## config.mk

```make
export PLATFORM = sky130hd
export DESIGN_NAME = lavm_front
export DESIGN_NICKNAME = d
export VERILOG_FILES = /design/src/hdl/lavm_pkg.sv /design/src/hdl/lavm_front.sv
export SDC_FILE = /design/constraint.sdc
export NUM_CORES = 1
export LEC_CHECK = 0
export ABC_CLOCK_PERIOD_IN_PS = 4059
export BUFFER_PORTS_ARGS = -buffer_cell sky130_fd_sc_hd__buf_4
export CORE_AREA = 3 3 224 226
export DETAILED_ROUTE_END_ITERATION = 7
export DIE_AREA = 0 0 227 229
export GPL_ROUTABILITY_DRIVEN = 0
export GPL_TIMING_DRIVEN = 0
export PLACE_DENSITY = 0.41
export RECOVER_POWER = 50
export SYNTH_ARGS = -nofsm -noshare
export SYNTH_HDL_FRONTEND = slang
export SYNTH_SLANG_ARGS = --single-unit
```

## constraint.sdc

```tcl
create_clock -name vclk -period 4.06
set_clock_uncertainty 0.05 [all_clocks]
set_input_delay 0.812 -clock vclk [all_inputs]
set_output_delay 0.812 -clock vclk [all_outputs]
set_load 0.01 [all_outputs]
```

## src/hdl/lavm_pkg.sv

```systemverilog
`default_nettype none
package lavm_pkg;

  localparam int WordBits   = 32;
  localparam int FracBits   = 16;
  localparam int QueueDepth = 2;
  // floor(0.0001 * 2^FracBits)
  localparam logic [WordBits-1:0] NormMinLen = WordBits'((64'd1 << FracBits) / 10000);

  typedef logic signed [WordBits-1:0] word_t;

  typedef struct packed {
    word_t eye_x;
    word_t eye_y;
    word_t eye_z;
    word_t target_x;
    word_t target_y;
    word_t target_z;
    word_t upref_x;
    word_t upref_y;
    word_t upref_z;
  } lavm_in_t;

  typedef struct packed {
    word_t side_x;
    word_t side_y;
    word_t side_z;
    word_t cam_up_x;
    word_t cam_up_y;
    word_t cam_up_z;
    word_t back_x;
    word_t back_y;
    word_t back_z;
    word_t move_x;
    word_t move_y;
    word_t move_z;
  } lavm_out_t;

  // job handed from front to back: eye, reference up, raw forward
  typedef struct packed {
    word_t eye_x;
    word_t eye_y;
    word_t eye_z;
    word_t up_x;
    word_t up_y;
    word_t up_z;
    word_t fwd_x;
    word_t fwd_y;
    word_t fwd_z;
  } lavm_job_t;

  typedef struct packed {
    logic full;
    logic valid;
  } lavm_qstat_t;

endpackage
`default_nettype wire

```

## src/hdl/lavm_front.sv

```systemverilog
`default_nettype none
module lavm_front
  import lavm_pkg::*;
(
  input  wire logic      start,
  output logic           busy,
  input  wire lavm_in_t  item_i,
  input  wire logic      full_i,
  output logic           push_o,
  output lavm_job_t      job_o
);

  function automatic word_t sat_diff(input word_t a, input word_t b);
    logic signed [WordBits:0] d;
    d = (WordBits+1)'(a) - (WordBits+1)'(b);
    if (d[WordBits] != d[WordBits-1]) begin
      return d[WordBits] ? {1'b1, {(WordBits-1){1'b0}}} : {1'b0, {(WordBits-1){1'b1}}};
    end
    return d[WordBits-1:0];
  endfunction

  assign busy   = full_i;
  assign push_o = start && !full_i;

  always_comb begin
    job_o.eye_x = item_i.eye_x;
    job_o.eye_y = item_i.eye_y;
    job_o.eye_z = item_i.eye_z;
    job_o.up_x  = item_i.upref_x;
    job_o.up_y  = item_i.upref_y;
    job_o.up_z  = item_i.upref_z;
    job_o.fwd_x = sat_diff(item_i.target_x, item_i.eye_x);
    job_o.fwd_y = sat_diff(item_i.target_y, item_i.eye_y);
    job_o.fwd_z = sat_diff(item_i.target_z, item_i.eye_z);
  end

endmodule
`default_nettype wire

```

* Word-level counts from Yosys, hierarchy flattened
Cells that the tools add are included.
** Word-level totals
- Register bits after elaboration :: 0
- Logic and storage cells :: 20
** Cells by class
- Add/sub/neg operators :: 3
- Eq/ne operators :: 3
- Mux-type cells :: 12
- Reduce and logical (&&, ||, !) cells :: 2
** Operators with widths (count)
- two-way mux 32 bit :: 9
- subtractor 32 x 32 -> 33 bit :: 3
- two-way mux 1 bit :: 3
- != test 1 bit :: 3
- logical AND 1 bit :: 1
- zero test 1 bit :: 1

* Longest topological paths before layout
- Word-level depth :: 4
- Gate-level depth with buffers :: 14
- Gate-level depth less buffers :: 12

* Worst setup path after synthesis
OpenSTA, ideal clock, no wires.
- Path kind :: input port to output port
- Start :: in item_i[128] (netlist bit)
- End :: out job_o[41] (netlist bit)
- Arrival :: 3444 ps
- Required time :: 3198 ps
- Slack :: -246 ps
- Cell stages on the path :: 13
- Path through :: inv_1 ha_1 inv_1 fa_1 a211oi_1 nor2_1 o31a_1 a221oi_2 o41ai_2 a31o_2 nand3_2 clkbuf_1 a21oi_1
** RTL lines
- start: declaration :: RTL line lavm_front.sv:7 : input wire lavm_in_t item_i,
- end: declaration :: RTL line lavm_front.sv:10 : output lavm_job_t job_o

==> impl_metrics.yaml <==
status:
  status: "finished, violations left"
  failed_checks: "setup timing"
critical_path:
  crit_chain: "buf_6 > inv_4 > ha_4 > a21oi_4 > nand2_2 > o211a_1 > o31a_1 > o2111a_2 > or4_4 > buf_6 > nand3_4 > clkbuf_16 > o21ai_0 > buf_4"
  cpPeakStageDelay_ps: 540
  critical_path.max_fanout: 6
  critPathTopFamily: "compound AO/OA/AOI/OAI gates"
  cp_slowest_cell: "or4_4"
  cp_num_buf_inv: 5
  crit_type: "primary input to output pin"
  cp-start-kind: "primary input"
  arrival_ps: 3610
  cpMostUsedCell: "buf_6"
  cp-end-kind: "output pin"
  required_ps: 3200
route:
  wl_um: 39250
  wl_met2_um: 20800
  first_pass_iters: 6
  vias: 9848
  drtAntennaViolNets: 0
  routed.top_layer: "met5"
  dr_wl_met3_um: 3362
  wire_per_inst_um: 16.82
  routed_via_density: 4.221
  drt_iter0_markers: 262
  drc: 0
  wl_met1_um: 14390
final_layout:
  final_common_cell: "buf_4"
  nets: 2099
  drive_gt1_frac: 0.5275
  ff_latch_area_sq_um: 0
  design.seq.count: 0
  syn_to_final_growth_pct: 86.99
  finalNonFillerCells: 2333
  final_cell_mix: "buf_4 (566), inv_1 (113), clkbuf_1 (106)"
  final.fill_count: 5373
  final_util: 0.2971
  num-clock-buffers: 0
timing:
  setup_tns_ps: -24490
  slew_violations: 0
  holdWs_ps: 1783
  worst_pin_slew_ps: 627.6
  setup_violations: 93
  fin_ws_ps: -408.4
  rsz0062_at_grt: "yes"
  maxSlewHeadroom: 0.5772
  min_period_ps: 4468
  fmax_ghz: 0.2238
  hold_viol: 0
  period_share: 1.101
synthesis:
  yosysSeqAreaShare: 0
  synth_nets: 1544
  syn_avg_cell_area_sq_um: 6.678
  syn_area_sq_um: 7714
  synth-simple-area-share: 0.1293
  synthMuxAreaShare: 0
  yosysWarningCount: 0
  syn_inst: 1155
  synthDistinctLibCells: 65
  synth_fa_ha_area_frac: 0.1705
  synthXorXnorAreaFrac: 0.09651
  synth_compound_area_frac: 0.3315
  synth_top_family_by_area: "compound AO/OA/AOI/OAI gates"
die:
  core_sq_um: 48550
  fp.dieW_um: 227
  num_rows: 81
  dieArea_sq_um: 51980
  io_pins: 580
  dieHeight_um: 229
  start_util: 0.1589
min_path:
  min_path_type: "primary input to output pin"
global_route:
  grt_pass1_wl_um: 56590
  grt_max_degree: 11
  grt_pass1_vias: 9984
  grt_overflow: 0
  antenna_found_initial: 5
  grtUsageTotal: 0.1372
placed_design:
  dp.final_hpwl_um: 33540
  dp.cells: 2261
  portBuffers: 484
pwr:
  p_leak_nw: 6.887
  powerDensity_nw_per_um2: 227.0
  max-vdd-ir-drop_v: 0.0001251
  power_mw: 3.274
cts:
  postCtsHoldBufs: 0
job:
  maxCapViolations: 0
==> metrics by stage <==
stage,setup WS [ps],cell area (sq um)
after floorplan,-20.65,7730
after global placement,-1528,12140
after detailed placement,-1545,12140
after CTS,-505.3,14260
after global routing,-460.6,14420
final,-408.4,14420
==> path summary, 6_finish.rpt <==
check,start,endpoint,slack [ps],cells after the start
hold / removal,item_i[42],job_o[138],1780,2
setup / recovery,item_i[262],job_o[84],-410,14
==> layout make-up <==
| type | count | area, sq um | share of cell area |
|---|---|---|---|
| Antenna cell | 3 | 7.507 | 0.0005205 |
| Tap cell | 622 | 778.2 | 0.05396 |
| Multi-Input combinational cell | 800 | 7091 | 0.4916 |
| Inverter | 127 | 494.2 | 0.03426 |
| Buffer | 219 | 1739 | 0.1206 |
| Timing Repair Buffer | 562 | 4314 | 0.2991 |
==> cells by family after synthesis <==
logic type	count (synthesis)
AND/OR/NAND/NOR	208
AO/OA/AOI/OAI	403
adder cells (fa/ha/maj)	104
XOR/XNOR	85
buffers and inverters	355
==> repair_timing <==
action | CTS | global route
resized for setup | 385 | 92
setup endpoints to repair | 96 | 95
cloned | 10 | 0
pin swaps | 74 | 47
buffers inserted | 58 | 12
==> cell usage after synthesis (18+ instances only) <==
cell type	number	area, sq um
o21ai_0	106	530.5
inv_1	127	476.7
nand3_1	18	90.09
a21o_1	50	375.4
clkbuf_1	21	78.83
nand2_1	61	229.0
nor2_1	55	206.5
buf_4	193	1449
a21oi_1	110	550.5
ha_1	96	1201
xor2_1	41	359.1
xnor2_1	44	385.4
==> report_power, final <==
part	total [mW]	leakage, nW	internal, mW	switching, mW
Sequential	0	0	0	0
Clock	0.0000000990	0.0000190	0.0000000990	0
Combinational	3.27	6.89	1.66	1.62
Total	3.27	6.89	1.66	1.62
==> metal layers <==
metal | vias to the layer above | global-route usage
met1 | 4515 | 0.1470
met2 | 334 | 0.2685
li1 | 4961 | -
met5 | - | 0
met3 | 34 | 0.03666
met4 | 4 | 0.02255
Note: power is estimated with default switching activity, not from simulation.
