File: src/hdl/lavm_pkg.sv
`default_nettype none
package lavm_pkg;

  localparam int WordBits   = 32;
  localparam int FracBits   = 16;
  localparam int QueueDepth = 2;
  // floor(0.0001 * 2^FracBits)
  localparam logic [WordBits-1:0] NormMinLen = WordBits'((64'd1 << FracBits) / 10000);

  typedef logic signed [WordBits-1:0] word_t;

  typedef struct packed {
    word_t eye_x;
    word_t eye_y;
    word_t eye_z;
    word_t target_x;
    word_t target_y;
    word_t target_z;
    word_t upref_x;
    word_t upref_y;
    word_t upref_z;
  } lavm_in_t;

  typedef struct packed {
    word_t side_x;
    word_t side_y;
    word_t side_z;
    word_t cam_up_x;
    word_t cam_up_y;
    word_t cam_up_z;
    word_t back_x;
    word_t back_y;
    word_t back_z;
    word_t move_x;
    word_t move_y;
    word_t move_z;
  } lavm_out_t;

  // job handed from front to back: eye, reference up, raw forward
  typedef struct packed {
    word_t eye_x;
    word_t eye_y;
    word_t eye_z;
    word_t up_x;
    word_t up_y;
    word_t up_z;
    word_t fwd_x;
    word_t fwd_y;
    word_t fwd_z;
  } lavm_job_t;

  typedef struct packed {
    logic full;
    logic valid;
  } lavm_qstat_t;

endpackage
`default_nettype wire

File: src/hdl/lavm_queue.sv
`default_nettype none
module lavm_queue
  import lavm_pkg::*;
(
  input  wire logic      clk_i,
  input  wire logic      rst_ni,
  input  wire logic      push_i,
  input  wire lavm_job_t data_i,
  input  wire logic      pop_i,
  output lavm_qstat_t    stat_o,
  output lavm_job_t      data_o
);

  localparam int PtrBits = (QueueDepth > 1) ? $clog2(QueueDepth) : 1;
  localparam int CntBits = $clog2(QueueDepth + 1);

  lavm_job_t mem_q [QueueDepth];
  logic [PtrBits-1:0] wr_q, wr_d, rd_q, rd_d;
  logic [CntBits-1:0] cnt_q, cnt_d;
  logic do_push, do_pop;

  assign stat_o.full  = (cnt_q == CntBits'(QueueDepth));
  assign stat_o.valid = (cnt_q != '0);
  assign data_o       = mem_q[rd_q];
  assign do_push      = push_i && !stat_o.full;
  assign do_pop       = pop_i && stat_o.valid;

  always_comb begin
    wr_d  = wr_q;
    rd_d  = rd_q;
    cnt_d = cnt_q;
    if (do_push) begin
      wr_d = (wr_q == PtrBits'(QueueDepth - 1)) ? '0 : wr_q + 1'b1;
    end
    if (do_pop) begin
      rd_d = (rd_q == PtrBits'(QueueDepth - 1)) ? '0 : rd_q + 1'b1;
    end
    if (do_push && !do_pop) begin
      cnt_d = cnt_q + 1'b1;
    end else if (do_pop && !do_push) begin
      cnt_d = cnt_q - 1'b1;
    end
  end

  always_ff @(posedge clk_i or negedge rst_ni) begin
    if (!rst_ni) begin
      wr_q  <= '0;
      rd_q  <= '0;
      cnt_q <= '0;
    end else begin
      wr_q  <= wr_d;
      rd_q  <= rd_d;
      cnt_q <= cnt_d;
    end
  end

  always_ff @(posedge clk_i) begin
    if (do_push) begin
      mem_q[wr_q] <= data_i;
    end
  end

endmodule
`default_nettype wire

File: config.mk
export PLATFORM = sky130hd
export DESIGN_NAME = lavm_queue
export DESIGN_NICKNAME = d
export VERILOG_FILES = /design/src/hdl/lavm_pkg.sv /design/src/hdl/lavm_queue.sv
export SDC_FILE = /design/constraint.sdc
export NUM_CORES = 1
export LEC_CHECK = 0
export ABC_AREA = 1
export BUFFER_PORTS_ARGS = -buffer_cell sky130_fd_sc_hd__buf_4
export CAP_MARGIN = 5
export CORE_AREA = 5 5 225 227
export CTS_CLUSTER_SIZE = 12
export DETAILED_ROUTE_END_ITERATION = 12
export DIE_AREA = 0 0 230 232
export PLACE_DENSITY = 0.71
export SYNTH_ARGS = -nofsm -noshare
export SYNTH_HDL_FRONTEND = slang
export SYNTH_SLANG_ARGS = --single-unit
File: constraint.sdc
create_clock -name clk_i -period 12.6 [get_ports clk_i]
set_input_delay 0.63 -clock clk_i [delete_from_list [all_inputs] [get_ports clk_i]]
set_output_delay 0.63 -clock clk_i [all_outputs]
set_load 0.1 [all_outputs]
# --- Yosys cells after proc, flatten, opt, wreduce, memory -nomap -nowiden ---
# Memories as Yosys holds them, arrays and structs flattened.
# Cells that the tools add are included.
totals:
  regBits: 4
  mem_bits_rw: 576
  in_bits: 292
  wordCells: 24
  memories: 1
mem_list:
  columns: ["name", "depth", "width", "rd", "rd_clocked_by_memory_dff", "write_ports", "line_no", "text"]
  rows:
  - ["mem_q", 2, 288, 1, 0, 1, "lavm_queue.sv:17", "lavm_job_t mem_q [QueueDepth];"]
op_classes:
  add_sub_neg: 4
  eq_ne: 1
  n_mux: 6
  reduce_logical: 9
op_table:
  columns: ["operator", "count"]
  rows:
  - ["1-bit logical AND", 4]
  - ["1-bit two-way mux", 4]
  - ["2-bit two-way mux", 2]
  - ["2-bit nonzero test", 2]
  - ["1-bit logical NOT", 3]
  - ["1-bit adder, second input constant", 2]
  - ["2-bit by 1-bit adder with 2-bit output, second input constant", 1]
  - ["2-bit equality test, second input constant", 1]
  - ["2-bit by 1-bit subtractor with 2-bit output, second input constant", 1]

# --- Longest topological paths before layout ---
logic_depth:
  ltp_word: 7
  ltp_mapped: 9

# --- Least setup slack after synthesis ---
# Ideal clock, no wire load.
synth_path:
  path_kind: "in2reg"
  startpoint: "input port push_i"
  endpoint: "memory mem_q[1][0] (netlist bit), enable pin"
  setup_ns: 0.943
  t_arrival_ns: 12.659
  required_ns: 11.657
  slack_ns: -1.002
  path_stages: 2
  n_path_buf: 0
  cell_sequence: "o21ai_0 > nor2_1"
synth_between:
  elab_chain_len: 3
synth_lines:
  columns: ["element", "line_no", "text"]
  rows:
  - ["from (decl)", "lavm_queue.sv:7", "input wire logic push_i,"]
  - ["1-bit logical AND", "lavm_queue.sv:25", "assign do_push = push_i && !stat_o.full;"]
  - ["1-bit two-way mux", "lavm_queue.sv:58", "if (do_push) begin"]
  - ["1-bit two-way mux (not written as such)", "lavm_queue.sv:59", "mem_q[wr_q] <= data_i;"]
  - ["to (decl)", "lavm_queue.sv:17", null]
# Every way passes these cells.

==> flow_summary.json <==
{
  "nNetsFinal": 2420,
  "synthCells": 1535,
  "slew_violations": 0,
  "max_freq_mhz": 230,
  "fin_crit_ps": 4340,
  "grt.total_usage_pct": 19.3,
  "clkTransAtPathRegs_ps": 60,
  "io_pins": 582,
  "ctsRootBufferMaster": "clkbuf_16",
  "die_w_um": 230,
  "num_rows": 81,
  "drt_pre_antenna_iters": 5,
  "die-area_um2": 53400,
  "core_area_um2": 48400,
  "grt_pass1_wl_mm": 80.0,
  "rsz0062_at_grt": "no",
  "post-route-drc-count": 0,
  "syn_nets": 1828,
  "nFillCells": 3873,
  "cp.arrival_ps": 3710,
  "vias": 13400,
  "outcome": "complete, no violations",
  "drt_iter0_drc": 1007,
  "whs_path_depth": 1,
  "path_max_fanout": 114,
  "finalSetupViolations": 0,
  "yosys_warnings": 0,
  "post_cts_buffers": 0,
  "worstHoldEndpoint": "mem_q[0][66]",
  "worst_setup_path_end_kind": "output pin",
  "syn_area_um2": 21100,
  "wirelength_mm": 54.0,
  "antenna_found_initial": 1,
  "syn_to_final_growth_pct": 31.6,
  "layout_setup_ws_ps": 8260,
  "crit_path_max_incr_delay_ps": 1020,
  "required_ps": 11970,
  "cts.path.max_buffers": 3,
  "layout_commonest_cell": "nand2_1",
  "port_buffers": 581,
  "regToRegStartpoint": "cnt_q[1]",
  "vias_per_cell": 4.81,
  "min_from": "data_i[66]",
  "grt_pass1_vias": 13700,
  "drive_above_1_share_pct": 30.8,
  "dp_hpwl_mm": 36.6,
  "worst_pin_slew_ps": 1320,
  "holdCritPathClass": "input pin to flop",
  "ff2ff_path_depth": 7,
  "ys_types": 14,
  "max_cap_violations": 0,
  "place_ws_ps": 8820,
  "final_cell_mix": "875 x nand2_1, 593 x buf_4, 576 x edfxtp_1, 61 x clkbuf_16, 21 x clkbuf_1",
  "reg2reg_slack_ps": 9040,
  "fin_tns_setup_ps": 0,
  "routedWlPerCell_um": 19.4,
  "drtAntennaViolNets": 0,
  "path_cells": "inv_8 > buf_4 > nand2_1 > nand2_1 > buf_4",
  "max-slew-margin-rel_pct": 12.1,
  "critical_path.startpoint_type": "flop",
  "critPathKind": "flop to output pin",
  "crit_path_top_delay_cell": "buf_4",
  "ys_seq_area_share_pct": 82.5,
  "timing.rr.end": "mem_q[0][191]",
  "cts_tree": "done",
  "holdWs_ps": 215,
  "grt_max_degree": 115,
  "overflow": 0,
  "clock_skew_ps": 17.9,
  "hold_violations": 0,
  "cts_made_buffers": 59,
  "initial_core_util_pct": 43.5,
  "clock_latency_ps": 590,
  "yosys_register_bits": 580,
  "htree_levels": 2,
  "cts.sinks": 580,
  "gp_congestion": 0.863,
  "finalCritPeriodShare_pct": 34.5,
  "synth_area_per_cell_um2": 13.7,
  "die_height_um": 232
}
==> worst max-delay path by stage <==
stage          startpoint            end  slack (ps)  cells after the start
2_1_floorplan      push_i    mem_q[1][0]        3870                      2
3_3_place_gp       push_i  mem_q[0][184]        8800                      7
3_5_place_dp       push_i  mem_q[0][191]        8820                      7
4_1_cts              rd_q    data_o[159]        8230                      5
5_1_grt              rd_q    data_o[166]        8070                      5
6_report             rd_q    data_o[159]        8260                      5
==> routing by layer <==
metal  GRT usage [%]  share of wire (%)
met3            7.24                 10
met5               0              0.024
met1            22.7                 37
met4            5.44                2.5
met2            33.7                 51
==> final cells by class <==
cell class	instances	area (um2)	area share, %
Antenna cell	1	2.50	0.00902
Clock buffer	83	1620	5.84
Clock inverter	18	85.1	0.307
Inverter	8	45.0	0.162
Multi-Input combinational cell	884	3350	12.1
Sequential cell	580	17400	62.7
Tap cell	622	778	2.81
Timing Repair Buffer	594	4460	16.1
==> metrics by stage <==
stage	instances	utilization, %	area, um2
floorplan	1535	-	21100
global placement	2687	53.7	26000
detailed placement	2687	53.7	26000
CTS	2789	57.3	27700
global route	2789	57.3	27700
finish	2790	57.3	27700
==> synth_stat cells <==
cell	instances	area share (%)
dfrtp_1	4	0.47
buf_4	4	0.14
o21ai_0	1	0.024
clkbuf_1	12	0.21
inv_1	7	0.12
inv_2	1	0.018
nor2_1	3	0.053
nand2_1	875	16
buf_2	47	1.1
edfxtp_1	576	82
xnor2_1	1	0.042
nand3_1	2	0.047
ha_1	1	0.059
nand4_1	1	0.030
==> what timing repair did <==
| item | 4_1_cts | 5_1_grt |
|---|---|---|
| hold buffers | 1 | 0 |
| gates resized for setup | 0 | 0 |
| hold endpoints to repair | 4 | 0 |
| setup endpoints to repair | 0 | 0 |
==> worst max-delay path, delay by kind of cell, from the launching register on <==
family / cells / cell delay [ps]
buffers and inverters: 3 / 1850
DFF: 1 / 740
and+or+nand+nor: 2 / 330
==> kinds of logic after synthesis <==
group	share of synthesized area, %
simple gates	15.7
flops	82.5
fa+ha+maj	0.0594
buf+inv	1.61
compound gates	0.0237
xor+xnor	0.0416
==> sequential cells by signal (all words and copies together), names as in the netlist <==
register and cells:
rd_q 1, mem_q 576, wr_q 1, cnt_q 2
Power is left out: the tool's default activity adds up to more than one toggle a clock period on the data nets, which glitch-free logic cannot reach.
